`src/sv/tpaf_pkg.sv`:
```
// ---------------------------------------------------------------------------
// tpaf_pkg
// shared widths, register indexes and constants of the triac firing unit
// ---------------------------------------------------------------------------
package tpaf_pkg;

  localparam int TIME_BITS_DEF = 24;
  localparam int PCT_W         = 7;
  localparam int PW_W          = 10;
  localparam int HP_W          = 24;
  localparam int CFG_IDX_W     = 2;
  localparam int CFG_DATA_W    = 10;

  localparam logic [CFG_IDX_W-1:0] REG_POWER = 2'd0;
  localparam logic [CFG_IDX_W-1:0] REG_PULSE = 2'd1;

  localparam logic [PCT_W-1:0] FULL_PCT        = 7'd100;
  localparam logic [PW_W-1:0]  PULSE_AT_RESET  = 10'd10;
  localparam int               PERIOD_AT_RESET = 8300;
  localparam logic [HP_W-1:0]  HP_MAX          = '1;

  // configuration side effects on the tick logic
  typedef struct packed {
    logic drop_run;
    logic zero_delay;
    logic load_delay;
  } cfg_evt_t;

endpackage

```
`src/sv/tpaf_in_if.sv`:
```
// ---------------------------------------------------------------------------
// tpaf_in_if
// tick channel carrying the zero-cross edge flag
// ---------------------------------------------------------------------------
interface tpaf_in_if;
  logic valid;
  logic ready;
  logic zero_cross_edge;

  modport source (output valid, output zero_cross_edge, input ready);
  modport sink   (input valid, input zero_cross_edge, output ready);
endinterface

```
`src/sv/tpaf_out_if.sv`:
```
// ---------------------------------------------------------------------------
// tpaf_out_if
// result channel carrying gate level and measured half period
// ---------------------------------------------------------------------------
interface tpaf_out_if;
  logic                      valid;
  logic                      ready;
  logic                      triac_gate;
  logic [tpaf_pkg::HP_W-1:0] half_period;

  modport source (output valid, output triac_gate, output half_period, input ready);
  modport sink   (input valid, input triac_gate, input half_period, output ready);
endinterface

```
`src/sv/tpaf_cfg_if.sv`:
```
// ---------------------------------------------------------------------------
// tpaf_cfg_if
// register write channel
// ---------------------------------------------------------------------------
interface tpaf_cfg_if;
  logic                            valid;
  logic                            ready;
  logic [tpaf_pkg::CFG_IDX_W-1:0]  index;
  logic [tpaf_pkg::CFG_DATA_W-1:0] data;

  modport source (output valid, output index, output data, input ready);
  modport sink   (input valid, input index, input data, output ready);
endinterface

```
`src/sv/tpaf_delay_div.sv`:
```
// ---------------------------------------------------------------------------
// tpaf_delay_div
// firing delay = period * k / 100 from the period split into quotient and
// remainder by 100, in steps: multiply, reciprocal scale and add, load
// ---------------------------------------------------------------------------
module tpaf_delay_div #(
  parameter int TIME_BITS = tpaf_pkg::TIME_BITS_DEF
) (
  input  logic                       clk,
  input  logic                       rst_n,
  input  logic                       start,
  input  logic [tpaf_pkg::PCT_W-1:0] start_k,
  input  logic [TIME_BITS-1:0]       period_q,
  input  logic [tpaf_pkg::PCT_W-1:0] period_rem,
  output logic                       busy,
  output logic                       done,
  output logic [TIME_BITS-1:0]       delay
);

  localparam int PCT_W  = tpaf_pkg::PCT_W;
  localparam int QK_W   = TIME_BITS + PCT_W;
  localparam int RK_W   = 2 * PCT_W;
  localparam int RCP_SH = 21;
  localparam int RCP_W  = 15;
  localparam int SC_W   = RK_W + RCP_W;
  // rounded-up reciprocal of 100, exact for every remainder times k
  localparam logic [RCP_W-1:0] RCP =
    RCP_W'(((2 ** RCP_SH) + int'(tpaf_pkg::FULL_PCT) - 1) / int'(tpaf_pkg::FULL_PCT));

  typedef enum logic [1:0] {S_IDLE, S_MUL, S_DIV, S_DONE} state_t;

  state_t               state_r;
  logic [PCT_W-1:0]     k_r;
  logic [TIME_BITS-1:0] qk_r;
  logic [RK_W-1:0]      rk_r;
  logic [TIME_BITS-1:0] delay_r;

  logic [QK_W-1:0]      qk_full;
  logic [RK_W-1:0]      rk_full;
  logic [SC_W-1:0]      rk_scaled;
  logic [PCT_W-1:0]     rk_quo;
  logic [TIME_BITS-1:0] delay_nxt;

  assign qk_full   = {{PCT_W{1'b0}}, period_q} * {{TIME_BITS{1'b0}}, k_r};
  assign rk_full   = {{PCT_W{1'b0}}, period_rem} * {{PCT_W{1'b0}}, k_r};
  assign rk_scaled = {{RCP_W{1'b0}}, rk_r} * {{RK_W{1'b0}}, RCP};
  assign rk_quo    = rk_scaled[RCP_SH +: PCT_W];
  assign delay_nxt = qk_r + {{(TIME_BITS-PCT_W){1'b0}}, rk_quo};

  always_ff @(posedge clk) begin
    if (!rst_n) begin
      state_r <= S_IDLE;
    end else begin
      unique case (state_r)
        S_IDLE: begin
          if (start) begin
            k_r     <= start_k;
            state_r <= S_MUL;
          end
        end
        S_MUL: begin
          qk_r    <= qk_full[TIME_BITS-1:0];
          rk_r    <= rk_full;
          state_r <= S_DIV;
        end
        S_DIV: begin
          delay_r <= delay_nxt;
          state_r <= S_DONE;
        end
        S_DONE: begin
          state_r <= S_IDLE;
        end
        default: begin
          state_r <= S_IDLE;
        end
      endcase
    end
  end

  assign busy  = state_r != S_IDLE;
  assign done  = state_r == S_DONE;
  assign delay = delay_r;

endmodule

```
`src/sv/tpaf_tick.sv`:
```
// ---------------------------------------------------------------------------
// tpaf_tick
// per-tick period measurement, countdown, gate pulse and result register
// ---------------------------------------------------------------------------
module tpaf_tick #(
  parameter int TIME_BITS = tpaf_pkg::TIME_BITS_DEF
) (
  input  logic                       clk,
  input  logic                       rst_n,
  input  logic                       step,
  input  logic                       take,
  input  logic                       zero_cross_edge,
  input  logic [tpaf_pkg::PCT_W-1:0] power,
  input  logic [tpaf_pkg::PW_W-1:0]  pulse_width,
  input  tpaf_pkg::cfg_evt_t         evt,
  input  logic [TIME_BITS-1:0]       delay_val,
  output logic                       out_valid,
  output logic                       triac_gate,
  output logic [tpaf_pkg::HP_W-1:0]  half_period,
  output logic [TIME_BITS-1:0]       period_q,
  output logic [tpaf_pkg::PCT_W-1:0] period_rem
);

  localparam int HP_W  = tpaf_pkg::HP_W;
  localparam int PCT_W = tpaf_pkg::PCT_W;
  localparam logic [PCT_W-1:0] REM_LAST = tpaf_pkg::FULL_PCT - 1'b1;
  localparam logic [TIME_BITS-1:0] PER_Q_RST =
    TIME_BITS'(tpaf_pkg::PERIOD_AT_RESET / int'(tpaf_pkg::FULL_PCT));
  localparam logic [PCT_W-1:0] PER_RM_RST =
    PCT_W'(tpaf_pkg::PERIOD_AT_RESET % int'(tpaf_pkg::FULL_PCT));

  logic [TIME_BITS-1:0]       since_r,   since_nxt;
  logic [TIME_BITS-1:0]       since_q_r, since_q_nxt;
  logic [PCT_W-1:0]           since_rm_r, since_rm_nxt;
  logic                       seen_r,    seen_nxt;
  logic [TIME_BITS-1:0]       period_r,  period_nxt;
  logic [TIME_BITS-1:0]       per_q_r,   per_q_nxt;
  logic [PCT_W-1:0]           per_rm_r,  per_rm_nxt;
  logic [TIME_BITS-1:0]       fire_dly_r, fire_dly_nxt;
  logic [TIME_BITS-1:0]       dly_rem_r, dly_rem_nxt;
  logic                       armed_r,   armed_nxt;
  logic [tpaf_pkg::PW_W-1:0]  pulse_r,   pulse_nxt;
  logic                       gate;
  logic [HP_W-1:0]            half_sat;

  logic                       out_valid_r;
  logic                       gate_r;
  logic [HP_W-1:0]            half_r;

  always_comb begin
    since_nxt    = since_r;
    since_q_nxt  = since_q_r;
    since_rm_nxt = since_rm_r;
    seen_nxt     = seen_r;
    period_nxt   = period_r;
    per_q_nxt    = per_q_r;
    per_rm_nxt   = per_rm_r;
    fire_dly_nxt = fire_dly_r;
    dly_rem_nxt  = dly_rem_r;
    armed_nxt    = armed_r;
    pulse_nxt    = pulse_r;
    gate         = 1'b0;
    if (step) begin
      if (since_r != '1) begin
        since_nxt = since_r + 1'b1;
        // running quotient and remainder of the tick count by 100
        if (since_rm_r == REM_LAST) begin
          since_rm_nxt = '0;
          since_q_nxt  = since_q_r + 1'b1;
        end else begin
          since_rm_nxt = since_rm_r + 1'b1;
        end
      end
      if (power == tpaf_pkg::FULL_PCT) begin
        gate = 1'b1;
      end else if (power != '0) begin
        if (armed_r) begin
          if (dly_rem_r != '0) begin
            dly_rem_nxt = dly_rem_r - 1'b1;
          end
          if (dly_rem_nxt == '0) begin
            armed_nxt = 1'b0;
            pulse_nxt = pulse_width;
          end
        end
        if (zero_cross_edge) begin
          if (seen_r) begin
            period_nxt = since_nxt;
            per_q_nxt  = since_q_nxt;
            per_rm_nxt = since_rm_nxt;
          end
          seen_nxt     = 1'b1;
          since_nxt    = '0;
          since_q_nxt  = '0;
          since_rm_nxt = '0;
          if (fire_dly_r == '0) begin
            pulse_nxt = pulse_width;
          end else if (fire_dly_r < period_nxt && !armed_nxt) begin
            dly_rem_nxt = fire_dly_r;
            armed_nxt   = 1'b1;
          end
        end
        gate = pulse_nxt != '0;
        if (gate) begin
          pulse_nxt = pulse_nxt - 1'b1;
        end
      end
    end
    if (evt.drop_run) begin
      armed_nxt   = 1'b0;
      dly_rem_nxt = '0;
      pulse_nxt   = '0;
    end
    if (evt.zero_delay) begin
      fire_dly_nxt = '0;
    end
    if (evt.load_delay) begin
      fire_dly_nxt = delay_val;
    end
  end

  generate
    if (TIME_BITS > HP_W) begin : g_sat
      assign half_sat = (period_nxt > TIME_BITS'(tpaf_pkg::HP_MAX)) ?
                        tpaf_pkg::HP_MAX : period_nxt[HP_W-1:0];
    end else begin : g_ext
      assign half_sat = HP_W'(period_nxt);
    end
  endgenerate

  always_ff @(posedge clk) begin
    if (!rst_n) begin
      since_r     <= '0;
      since_q_r   <= '0;
      since_rm_r  <= '0;
      seen_r      <= 1'b0;
      period_r    <= TIME_BITS'(tpaf_pkg::PERIOD_AT_RESET);
      per_q_r     <= PER_Q_RST;
      per_rm_r    <= PER_RM_RST;
      fire_dly_r  <= '0;
      dly_rem_r   <= '0;
      armed_r     <= 1'b0;
      pulse_r     <= '0;
      out_valid_r <= 1'b0;
    end else begin
      since_r    <= since_nxt;
      since_q_r  <= since_q_nxt;
      since_rm_r <= since_rm_nxt;
      seen_r     <= seen_nxt;
      period_r   <= period_nxt;
      per_q_r    <= per_q_nxt;
      per_rm_r   <= per_rm_nxt;
      fire_dly_r <= fire_dly_nxt;
      dly_rem_r  <= dly_rem_nxt;
      armed_r    <= armed_nxt;
      pulse_r    <= pulse_nxt;
      if (step) begin
        out_valid_r <= 1'b1;
      end else if (take) begin
        out_valid_r <= 1'b0;
      end
    end
  end

  always_ff @(posedge clk) begin
    if (step) begin
      gate_r <= gate;
      half_r <= half_sat;
    end
  end

  assign out_valid   = out_valid_r;
  assign triac_gate  = gate_r;
  assign half_period = half_r;
  assign period_q    = per_q_r;
  assign period_rem  = per_rm_r;

endmodule

```
`src/sv/triac_phase_angle_firing_unit.sv`:
```
// ---------------------------------------------------------------------------
// triac_phase_angle_firing_unit
// result: registered, valid in the cycle after the tick transaction
// throughput: one tick per cycle, stalled by cfg writes, divider or sink
// power write of 1..99 percent: busy while computing the firing delay
// reset: synchronous active low, period 8300, power 0, pulse width 10
// ---------------------------------------------------------------------------
module triac_phase_angle_firing_unit #(
  parameter int TIME_BITS = tpaf_pkg::TIME_BITS_DEF
) (
  input  logic        clk,
  input  logic        rst_n,
  tpaf_in_if.sink     in_ch,
  tpaf_out_if.source  out_ch,
  tpaf_cfg_if.sink    cfg_ch
);

  localparam int PCT_W = tpaf_pkg::PCT_W;
  localparam int PW_W  = tpaf_pkg::PW_W;

  logic [PCT_W-1:0]     power_r;
  logic [PW_W-1:0]      pulse_w_r;

  logic                 cfg_acc;
  logic                 wr_power;
  logic                 wr_pulse;
  logic [PCT_W-1:0]     pct_raw;
  logic [PCT_W-1:0]     pct;
  logic                 pct_hold;
  logic [PCT_W-1:0]     div_k;

  logic                 div_busy;
  logic                 div_done;
  logic [TIME_BITS-1:0] div_delay;
  logic [TIME_BITS-1:0] period_q;
  logic [PCT_W-1:0]     period_rem;

  tpaf_pkg::cfg_evt_t   evt;
  logic                 step;
  logic                 take;
  logic                 out_valid;

  assign cfg_acc  = cfg_ch.valid && cfg_ch.ready;
  assign wr_power = cfg_acc && (cfg_ch.index == tpaf_pkg::REG_POWER);
  assign wr_pulse = cfg_acc && (cfg_ch.index == tpaf_pkg::REG_PULSE);
  assign pct_raw  = cfg_ch.data[PCT_W-1:0];
  assign pct      = (pct_raw > tpaf_pkg::FULL_PCT) ? tpaf_pkg::FULL_PCT : pct_raw;
  assign pct_hold = (pct == tpaf_pkg::FULL_PCT) || (pct == '0);
  assign div_k    = tpaf_pkg::FULL_PCT - pct;

  assign evt.drop_run   = wr_power && pct_hold;
  assign evt.zero_delay = wr_power && (pct == tpaf_pkg::FULL_PCT);
  assign evt.load_delay = div_done;

  // config transaction takes priority over a tick in the same cycle
  assign cfg_ch.ready = !div_busy;
  assign in_ch.ready  = !div_busy && !cfg_ch.valid && (!out_valid || out_ch.ready);
  assign step         = in_ch.valid && in_ch.ready;
  assign take         = out_valid && out_ch.ready;

  always_ff @(posedge clk) begin
    if (!rst_n) begin
      power_r   <= '0;
      pulse_w_r <= tpaf_pkg::PULSE_AT_RESET;
    end else begin
      if (wr_power) begin
        power_r <= pct;
      end
      if (wr_pulse) begin
        pulse_w_r <= cfg_ch.data[PW_W-1:0];
      end
    end
  end

  tpaf_delay_div #(
    .TIME_BITS (TIME_BITS)
  ) u_div (
    .clk        (clk),
    .rst_n      (rst_n),
    .start      (wr_power && !pct_hold),
    .start_k    (div_k),
    .period_q   (period_q),
    .period_rem (period_rem),
    .busy       (div_busy),
    .done       (div_done),
    .delay      (div_delay)
  );

  tpaf_tick #(
    .TIME_BITS (TIME_BITS)
  ) u_tick (
    .clk             (clk),
    .rst_n           (rst_n),
    .step            (step),
    .take            (take),
    .zero_cross_edge (in_ch.zero_cross_edge),
    .power           (power_r),
    .pulse_width     (pulse_w_r),
    .evt             (evt),
    .delay_val       (div_delay),
    .out_valid       (out_valid),
    .triac_gate      (out_ch.triac_gate),
    .half_period     (out_ch.half_period),
    .period_q        (period_q),
    .period_rem      (period_rem)
  );

  assign out_ch.valid = out_valid;

endmodule

```
`src/flat_wrapper.sv`:
```
// flat-port wrapper written by rule: the top's interface ports become plain ports
module triac_phase_angle_firing_unit_flat 
#(
  parameter int TIME_BITS = tpaf_pkg::TIME_BITS_DEF
)
  (clk, rst_n, in_ch_valid, in_ch_zero_cross_edge, in_ch_ready, out_ch_valid, out_ch_triac_gate, out_ch_half_period, out_ch_ready, cfg_ch_valid, cfg_ch_index, cfg_ch_data, cfg_ch_ready);
  tpaf_in_if in_ch_i ();
  tpaf_out_if out_ch_i ();
  tpaf_cfg_if cfg_ch_i ();
  input  logic clk;
  input  logic rst_n;
  input wire logic [$bits(in_ch_i.valid)-1:0] in_ch_valid;
  input wire logic [$bits(in_ch_i.zero_cross_edge)-1:0] in_ch_zero_cross_edge;
  output wire logic [$bits(in_ch_i.ready)-1:0] in_ch_ready;
  output wire logic [$bits(out_ch_i.valid)-1:0] out_ch_valid;
  output wire logic [$bits(out_ch_i.triac_gate)-1:0] out_ch_triac_gate;
  output wire logic [$bits(out_ch_i.half_period)-1:0] out_ch_half_period;
  input wire logic [$bits(out_ch_i.ready)-1:0] out_ch_ready;
  input wire logic [$bits(cfg_ch_i.valid)-1:0] cfg_ch_valid;
  input wire logic [$bits(cfg_ch_i.index)-1:0] cfg_ch_index;
  input wire logic [$bits(cfg_ch_i.data)-1:0] cfg_ch_data;
  output wire logic [$bits(cfg_ch_i.ready)-1:0] cfg_ch_ready;
  assign in_ch_i.valid = in_ch_valid;
  assign in_ch_i.zero_cross_edge = in_ch_zero_cross_edge;
  assign in_ch_ready = in_ch_i.ready;
  assign out_ch_valid = out_ch_i.valid;
  assign out_ch_triac_gate = out_ch_i.triac_gate;
  assign out_ch_half_period = out_ch_i.half_period;
  assign out_ch_i.ready = out_ch_ready;
  assign cfg_ch_i.valid = cfg_ch_valid;
  assign cfg_ch_i.index = cfg_ch_index;
  assign cfg_ch_i.data = cfg_ch_data;
  assign cfg_ch_ready = cfg_ch_i.ready;
  triac_phase_angle_firing_unit #(.TIME_BITS(TIME_BITS)) u_core (.clk(clk), .rst_n(rst_n), .in_ch(in_ch_i), .out_ch(out_ch_i), .cfg_ch(cfg_ch_i));
endmodule
```
`config.mk`:
```
export PLATFORM = sky130hd
export DESIGN_NAME = triac_phase_angle_firing_unit_flat
export DESIGN_NICKNAME = d
export VERILOG_FILES = /design/src/sv/tpaf_pkg.sv /design/src/sv/tpaf_in_if.sv /design/src/sv/tpaf_out_if.sv /design/src/sv/tpaf_cfg_if.sv /design/src/sv/tpaf_delay_div.sv /design/src/sv/tpaf_tick.sv /design/src/sv/triac_phase_angle_firing_unit.sv /design/src/flat_wrapper.sv
export SDC_FILE = /design/constraint.sdc
export NUM_CORES = 1
export LEC_CHECK = 0
export ABC_AREA = 1
export CORE_MARGIN = 2
export CORE_UTILIZATION = 50
export DETAILED_ROUTE_END_ITERATION = 7
export DONT_BUFFER_PORTS = 1
export HOLD_SLACK_MARGIN = 0.12
export PLACE_DENSITY = 0.77
export SYNTH_ARGS = -nofsm -noshare
export SYNTH_HDL_FRONTEND = slang
export SYNTH_HIERARCHICAL = 1
export SYNTH_SLANG_ARGS = --single-unit
```
`constraint.sdc`:
```
create_clock -name clk -period 7.95 [get_ports clk]
set_input_delay 1.59 -clock clk [delete_from_list [all_inputs] [get_ports clk]]
set_output_delay 1.59 -clock clk [all_outputs]
set_load 0.1 [all_outputs]
```
# --- After elaboration in Yosys (flattened, before gate mapping) ---
# Index checks and enable logic that the tools add are counted.
# Widths: inputs -> output; s select.
classes:
  n_mul: 3
  shifts: 0
  bitwise: 2
  n_addsub: 7
  n_lt_le_gt_ge: 2
  n_eq_ne: 9
  mux: 56
  n_reduce_logical: 36
  div: 0
ops:
  columns: ["cell", "count"]
  rows:
  - ["$mux 24", 29]
  - ["$mux 10", 8]
  - ["$add 24x1->24 const B", 2]
  - ["$logic_not 24->1", 2]
  - ["$mux 7", 6]
  - ["$mul 14x13->26 const B", 1]
  - ["$add 24x7->24", 1]
  - ["$lt 24x24->1", 1]
  - ["$mul 24x7->24", 1]
  - ["$ne 24x24->1 const B", 1]
  - ["$reduce_bool 24->1", 1]
  - ["$sub 24x1->24 const B", 1]
  - ["$eq 7x7->1 const B", 3]
  - ["$mul 7x7->14", 1]
  - ["$logic_and 1x1->1", 11]
  - ["$mux 1", 11]
  - ["$reduce_bool 10->1", 1]
  - ["$sub 10x1->10 const B", 1]
  - ["$pmux 2 s4", 1]
  - ["$add 7x1->7 const B", 1]
  - ["$gt 7x7->1 const B", 1]
  - ["$logic_not 7->1", 1]
  - ["$reduce_bool 7->1", 1]
  - ["$sub 7x7->7 const A", 1]
  - ["other kinds (14)", 27]
word_totals:
  reg_bits: 284
  n_memories: 0
  romBits: 0
  ram_bits: 0
  latch_bits: 0
  word_cells: 136

# --- Depth between registers and ports, before layout ---
depth:
  word_depth: 17
  mapped_depth: 30

# --- By module ---
# Netlist, hierarchy kept.
modules_own_cells:
  columns: ["module", "area_each_um2", "n_inst", "cells_per_inst"]
  rows:
  - ["tpaf_delay_div", 12898.6, 1, 1590]
  - ["tpaf_tick", 11263.3, 1, 1617]
  - ["triac_phase_angle_firing_unit", 977.2, 1, 135]

# --- Worst setup path before layout ---
# Ideal clock, no wire load.
synth_path:
  kind: "input to register"
  start: "input port cfg_ch_valid"
  end: "register u_core.u_tick.half_r[23], in the netlist u_core/u_tick/half_period[23] (data pin)"
  setup_ns: 0.267
  t_arrival_ns: 5.988
  setup_slack_ns: 1.696
  stages: 7
  path_cell_list: "a211oi_1 -> and2_1 -> nand4_1 -> nor2_1 -> clkbuf_1 -> clkbuf_1 -> a21oi_1"
synth_between:
  elab_chain_cells: 5
synth_rtl:
  columns: ["item", "line", "rtl"]
  rows:
  - ["start: declaration", "flat_wrapper.sv:19", "input wire logic [$bits(cfg_ch_i.valid)-1:0] cfg_ch_valid;"]
  - ["$logic_not 1->1", "triac_phase_angle_firing_unit.sv:57", "assign in_ch.ready = !div_busy && !cfg_ch.valid && (!out_valid || out_ch.ready);"]
  - ["$logic_and 1x1->1 (2 in a row)", "triac_phase_angle_firing_unit.sv:57", null]
  - ["$logic_and 1x1->1", "triac_phase_angle_firing_unit.sv:58", "assign step = in_ch.valid && in_ch.ready;"]
  - ["net u_core.step", "triac_phase_angle_firing_unit.sv:39", "logic step;"]
  - ["$mux 24", "tpaf_tick.sv:63", "if (step) begin"]
  - ["net u_core.u_tick.half_sat[23]", "tpaf_tick.sv:44", "logic [HP_W-1:0] half_sat;"]
  - ["end signal: assignment", "tpaf_tick.sv:168", "half_r <= half_sat;"]
  - ["end: declaration", "tpaf_tick.sv:48", "logic [HP_W-1:0] half_r;"]
# The timed path passes the listed nets, and every way through them passes these cells.
# A chain may end at the register's enable or synchronous reset.

# --- Final worst setup path ---
layout_path:
  start: "register u_core.u_div.rk_r[11]"
  end: "register u_core.u_div.delay_r[14], in the netlist u_core/u_div/delay[14] (data pin)"
layout_between:
  elab_chain_cells: 2
layout_rtl:
  columns: ["item", "line", "rtl"]
  rows:
  - ["start: declaration", "tpaf_delay_div.sv:35", "logic [RK_W-1:0] rk_r;"]
  - ["start signal: assignment", "tpaf_delay_div.sv:63", "rk_r <= rk_full;"]
  - ["$mul 14x13->26", "tpaf_delay_div.sv:46", "assign rk_scaled = {{RCP_W{1'b0}}, rk_r} * {{RK_W{1'b0}}, RCP};"]
  - ["$add 24x7->24", "tpaf_delay_div.sv:48", "assign delay_nxt = qk_r + {{(TIME_BITS-PCT_W){1'b0}}, rk_quo};"]
  - ["net u_core.u_div.delay_nxt[14]", "tpaf_delay_div.sv:42", "logic [TIME_BITS-1:0] delay_nxt;"]
  - ["end signal: assignment", "tpaf_delay_div.sv:67", "delay_r <= delay_nxt;"]
  - ["end: declaration", "tpaf_delay_div.sv:36", "logic [TIME_BITS-1:0] delay_r;"]
# The timed path passes the listed nets, and every way through them passes these cells.

==> flow_summary.ini <==
[outcome]
status = finished clean

[logic_synthesis]
seq_area_frac_synth_pct = 26.4
ys.warnings.count = 6
ys_ff_latch = 284
synth_fp_nets = 3737
synthDistinctLibCells = 56
async_flop_share_pct = 0
synth_edf_count = 94
syn_avg_cell_area_um2 = 7.52
synth_area_um2 = 25100
synthCells = 3342
synth_flop_cell = dfxtp_1

[floorplanning]
io_pins = 46
fp.dieH_um = 228
start_util_pct = 50.4
floorplan.rows = 82
core-area_um2 = 49900
die_area_um2 = 52100
die_w_um = 228

[clock_tree]
cts_tree = done
ctsHoldBuffers = 0
post_cts_resized = 0
root_buffer = clkbuf_16
clk_latency_ns = 0.55
ctsLongestPathBuffers = 3
post-cts-setup-buffers = 0
cts_inserted_buffers = 35
clk_pin_slew_ns = 0.06
cts.sinks = 284
htreeDepth = 2

[placement]
routabilityCongestion = 0.952
dp_slack_ns = 2.12
placed_area_um2 = 25700
port_buffers = 0
hpwl_um = 47100
dp_cells = 3933

[detailed_routing]
vias_per_cell = 5.32
antenna_left = 0
first_pass_iters = 5
routedWlPerCell_um = 15.6
drt_iter0_markers = 1493
drc = 0
num_vias = 21300
wl_um = 62300

[final_layout]
final_cell_area_um2 = 26900
drive_gt1_share_pct = 7.04
final_cell_mix = 927 x nand2_1, 545 x inv_1, 206 x a21oi_1
layout.cells.most_common = nand2_1
fin_nets = 3693
antennaDiodeCount = 0
synthToLayoutAreaGrowth_pct = 7.04
stdcell_count = 3997

[sta]
max_slew_margin_pct = 20.6
setup_viol = 0
fin_crit_ns = 5.88
fin_crit_sh_pct = 74.0
drv_slew = 0
finalHoldViolCount = 0
rsz0062_at_grt = no
fmax_ghz = 0.170
tns_ns = 0
setup_slack_ns = 2.07
fin_skew_ns = 0.0345
worst_slew_pin_slew_ns = 1.19

[global_routing]
grt_pass1_wl_um = 104000
grt_max_degree = 67
antenna_found_initial = 2
grt_pass1_vias = 21000
grt_use_total_pct = 24.3
overflow = 0

[pwr]
power_frac_seq_pct = 23.9
p_sw_mw = 3.60
switching_share_pct = 46.7
ir_drop_uv = 217
p_comb_share_pct = 54.7
power.internal_mw = 4.10
p_clk_share_pct = 21.4
powerDensity_nw_per_um2 = 286
p_leak_nw = 13.3

[worst_setup_path]
crit_slowest_cell = edfxtp_1
crit_chain = fa_1 > ha_1 > inv_1 > fa_1 > inv_1 > fa_1 > inv_1 > fa_1 > inv_1 > ha_1 > a21oi_1 > a21boi_0 > nor2_1 > nor2_1 > nand2_1 > nand2_1 > nand2_1 > fa_1 > o21ai_2 > nand2_2 > nand2_4 > nand2_1 > xnor2_1
cpPeakStageDelay_ns = 0.62
crit_arrival_ns = 6.15
critical_path_class = flop to flop
cp_max_fo = 7
start_kind = flop
critPathCaptureType = flop
cp.required_ns = 8.22
crit_top_cell = fa_1

[min_path]
hold_path.class = flop to flop

[job]
drv_cap = 0
-- critical path, delay by kind of cell (launching register included) --
family	cells	cell delay, ns
fa+ha+maj	7	3.13
flops	1	0.62
simple gates	8	0.75
compound gates	3	0.76
buf+inv	4	0.22
xor+xnor	1	0.13
-- metal layers --
layer  share of wire, %  global-route usage, %  up-vias
met5              0.021                      0        -
met4                2.8                   7.01        2
met3                5.5                   3.60      103
met2                 47                   41.2      607
met1                 45                   32.3    10100
li1                   -                      -    10500
-- path summary, 6_finish.rpt --
check,from,end,slack (ns),depth (start not counted)
setup / recovery,u_core/u_div/rk_r[11]$_DFFE_PP_,u_core/u_div/delay[14]$_DFFE_PP_,2.07,23
hold / removal,u_core/pulse_w_r[1]$_SDFFE_PN1P_,u_core/pulse_w_r[1]$_SDFFE_PN1P_,0.47,2
setup reg to reg,u_core/u_div/rk_r[11]$_DFFE_PP_,u_core/u_div/delay[14]$_DFFE_PP_,2.07,23
hold reg to reg,u_core/pulse_w_r[1]$_SDFFE_PN1P_,u_core/pulse_w_r[1]$_SDFFE_PN1P_,0.47,2
-- cells in the mapped netlist, types with 6 or more instances --
cell type / n / area [um2]
nand2_1: 927 / 3480
nor4_1: 9 / 56.3
nand2_4: 8 / 90.1
o21bai_1: 20 / 150
mux2i_1: 11 / 110
buf_2: 7 / 35.0
a21oi_1: 206 / 1030
a21o_1: 6 / 45.0
nand2_2: 49 / 307
nand4_1: 82 / 513
nor2_4: 13 / 146
clkbuf_1: 77 / 289
o21ai_1: 8 / 40.0
nand3_1: 152 / 761
inv_1: 546 / 2050
nor3_1: 24 / 120
or2_2: 8 / 50.1
edfxtp_1: 94 / 2820
ha_1: 198 / 2480
a21oi_2: 11 / 96.3
o21ai_0: 118 / 591
nor2_1: 176 / 661
fa_1: 179 / 3580
nor2_2: 20 / 125
xnor2_1: 35 / 307
dfxtp_1: 190 / 3800
nand3_2: 10 / 100
inv_2: 13 / 48.8
a211oi_1: 7 / 52.6
xor2_1: 67 / 587
a31oi_1: 6 / 37.5
-- power by group through the flow --
stage,Combinational (mW),Sequential (mW),Clock [mW]
floorplan,3.34,1.83,0
finish,4.21,1.84,1.65
CTS,4.19,1.84,1.67
global route,4.83,1.85,1.73
detailed placement,4.16,1.86,0
global placement,4.10,1.86,0
-- state kept, by name, indices dropped and copies added (netlist names), 24 cells and up --
register / count
u_core/u_tick/half_period: 24
u_core/u_tick/since_q_r: 24
u_core/u_tick/period_r: 24
u_core/u_tick/since_r: 24
u_core/u_tick/dly_rem_r: 24
u_core/u_div/qk_r: 24
u_core/u_div/delay: 24
u_core/u_tick/period_q: 24
u_core/u_tick/fire_dly_r: 24
-- area by class of cell --
class / count / area (um2)
Fill cell: 4642 / 23000
Inverter: 565 / 2130
Timing Repair Buffer: 16 / 120
Multi-Input combinational cell: 2396 / 16000
Tap cell: 672 / 841
Clock inverter: 20 / 211
Sequential cell: 284 / 6630
Clock buffer: 44 / 981
-- stage by stage --
step,util [%],hold slack [ns],total power [mW]
after floorplan,-,0.429,5.17
after global placement,51.6,0.446,5.96
after detailed placement,51.6,0.454,6.02
after CTS,54.0,0.467,7.70
after global routing,54.0,0.500,8.41
final,54.0,0.466,7.70
-- kinds of logic after synthesis --
kind of cell | count (synthesis) | synth area share [%]
simple gates | 1502 | 26.5
flops | 284 | 26.4
fa+ha+maj | 377 | 24.1
buf+inv | 662 | 10.2
xor+xnor | 102 | 3.55
mux | 11 | 0.438
compound gates | 404 | 8.87
(Power assumes the default switching activity.)
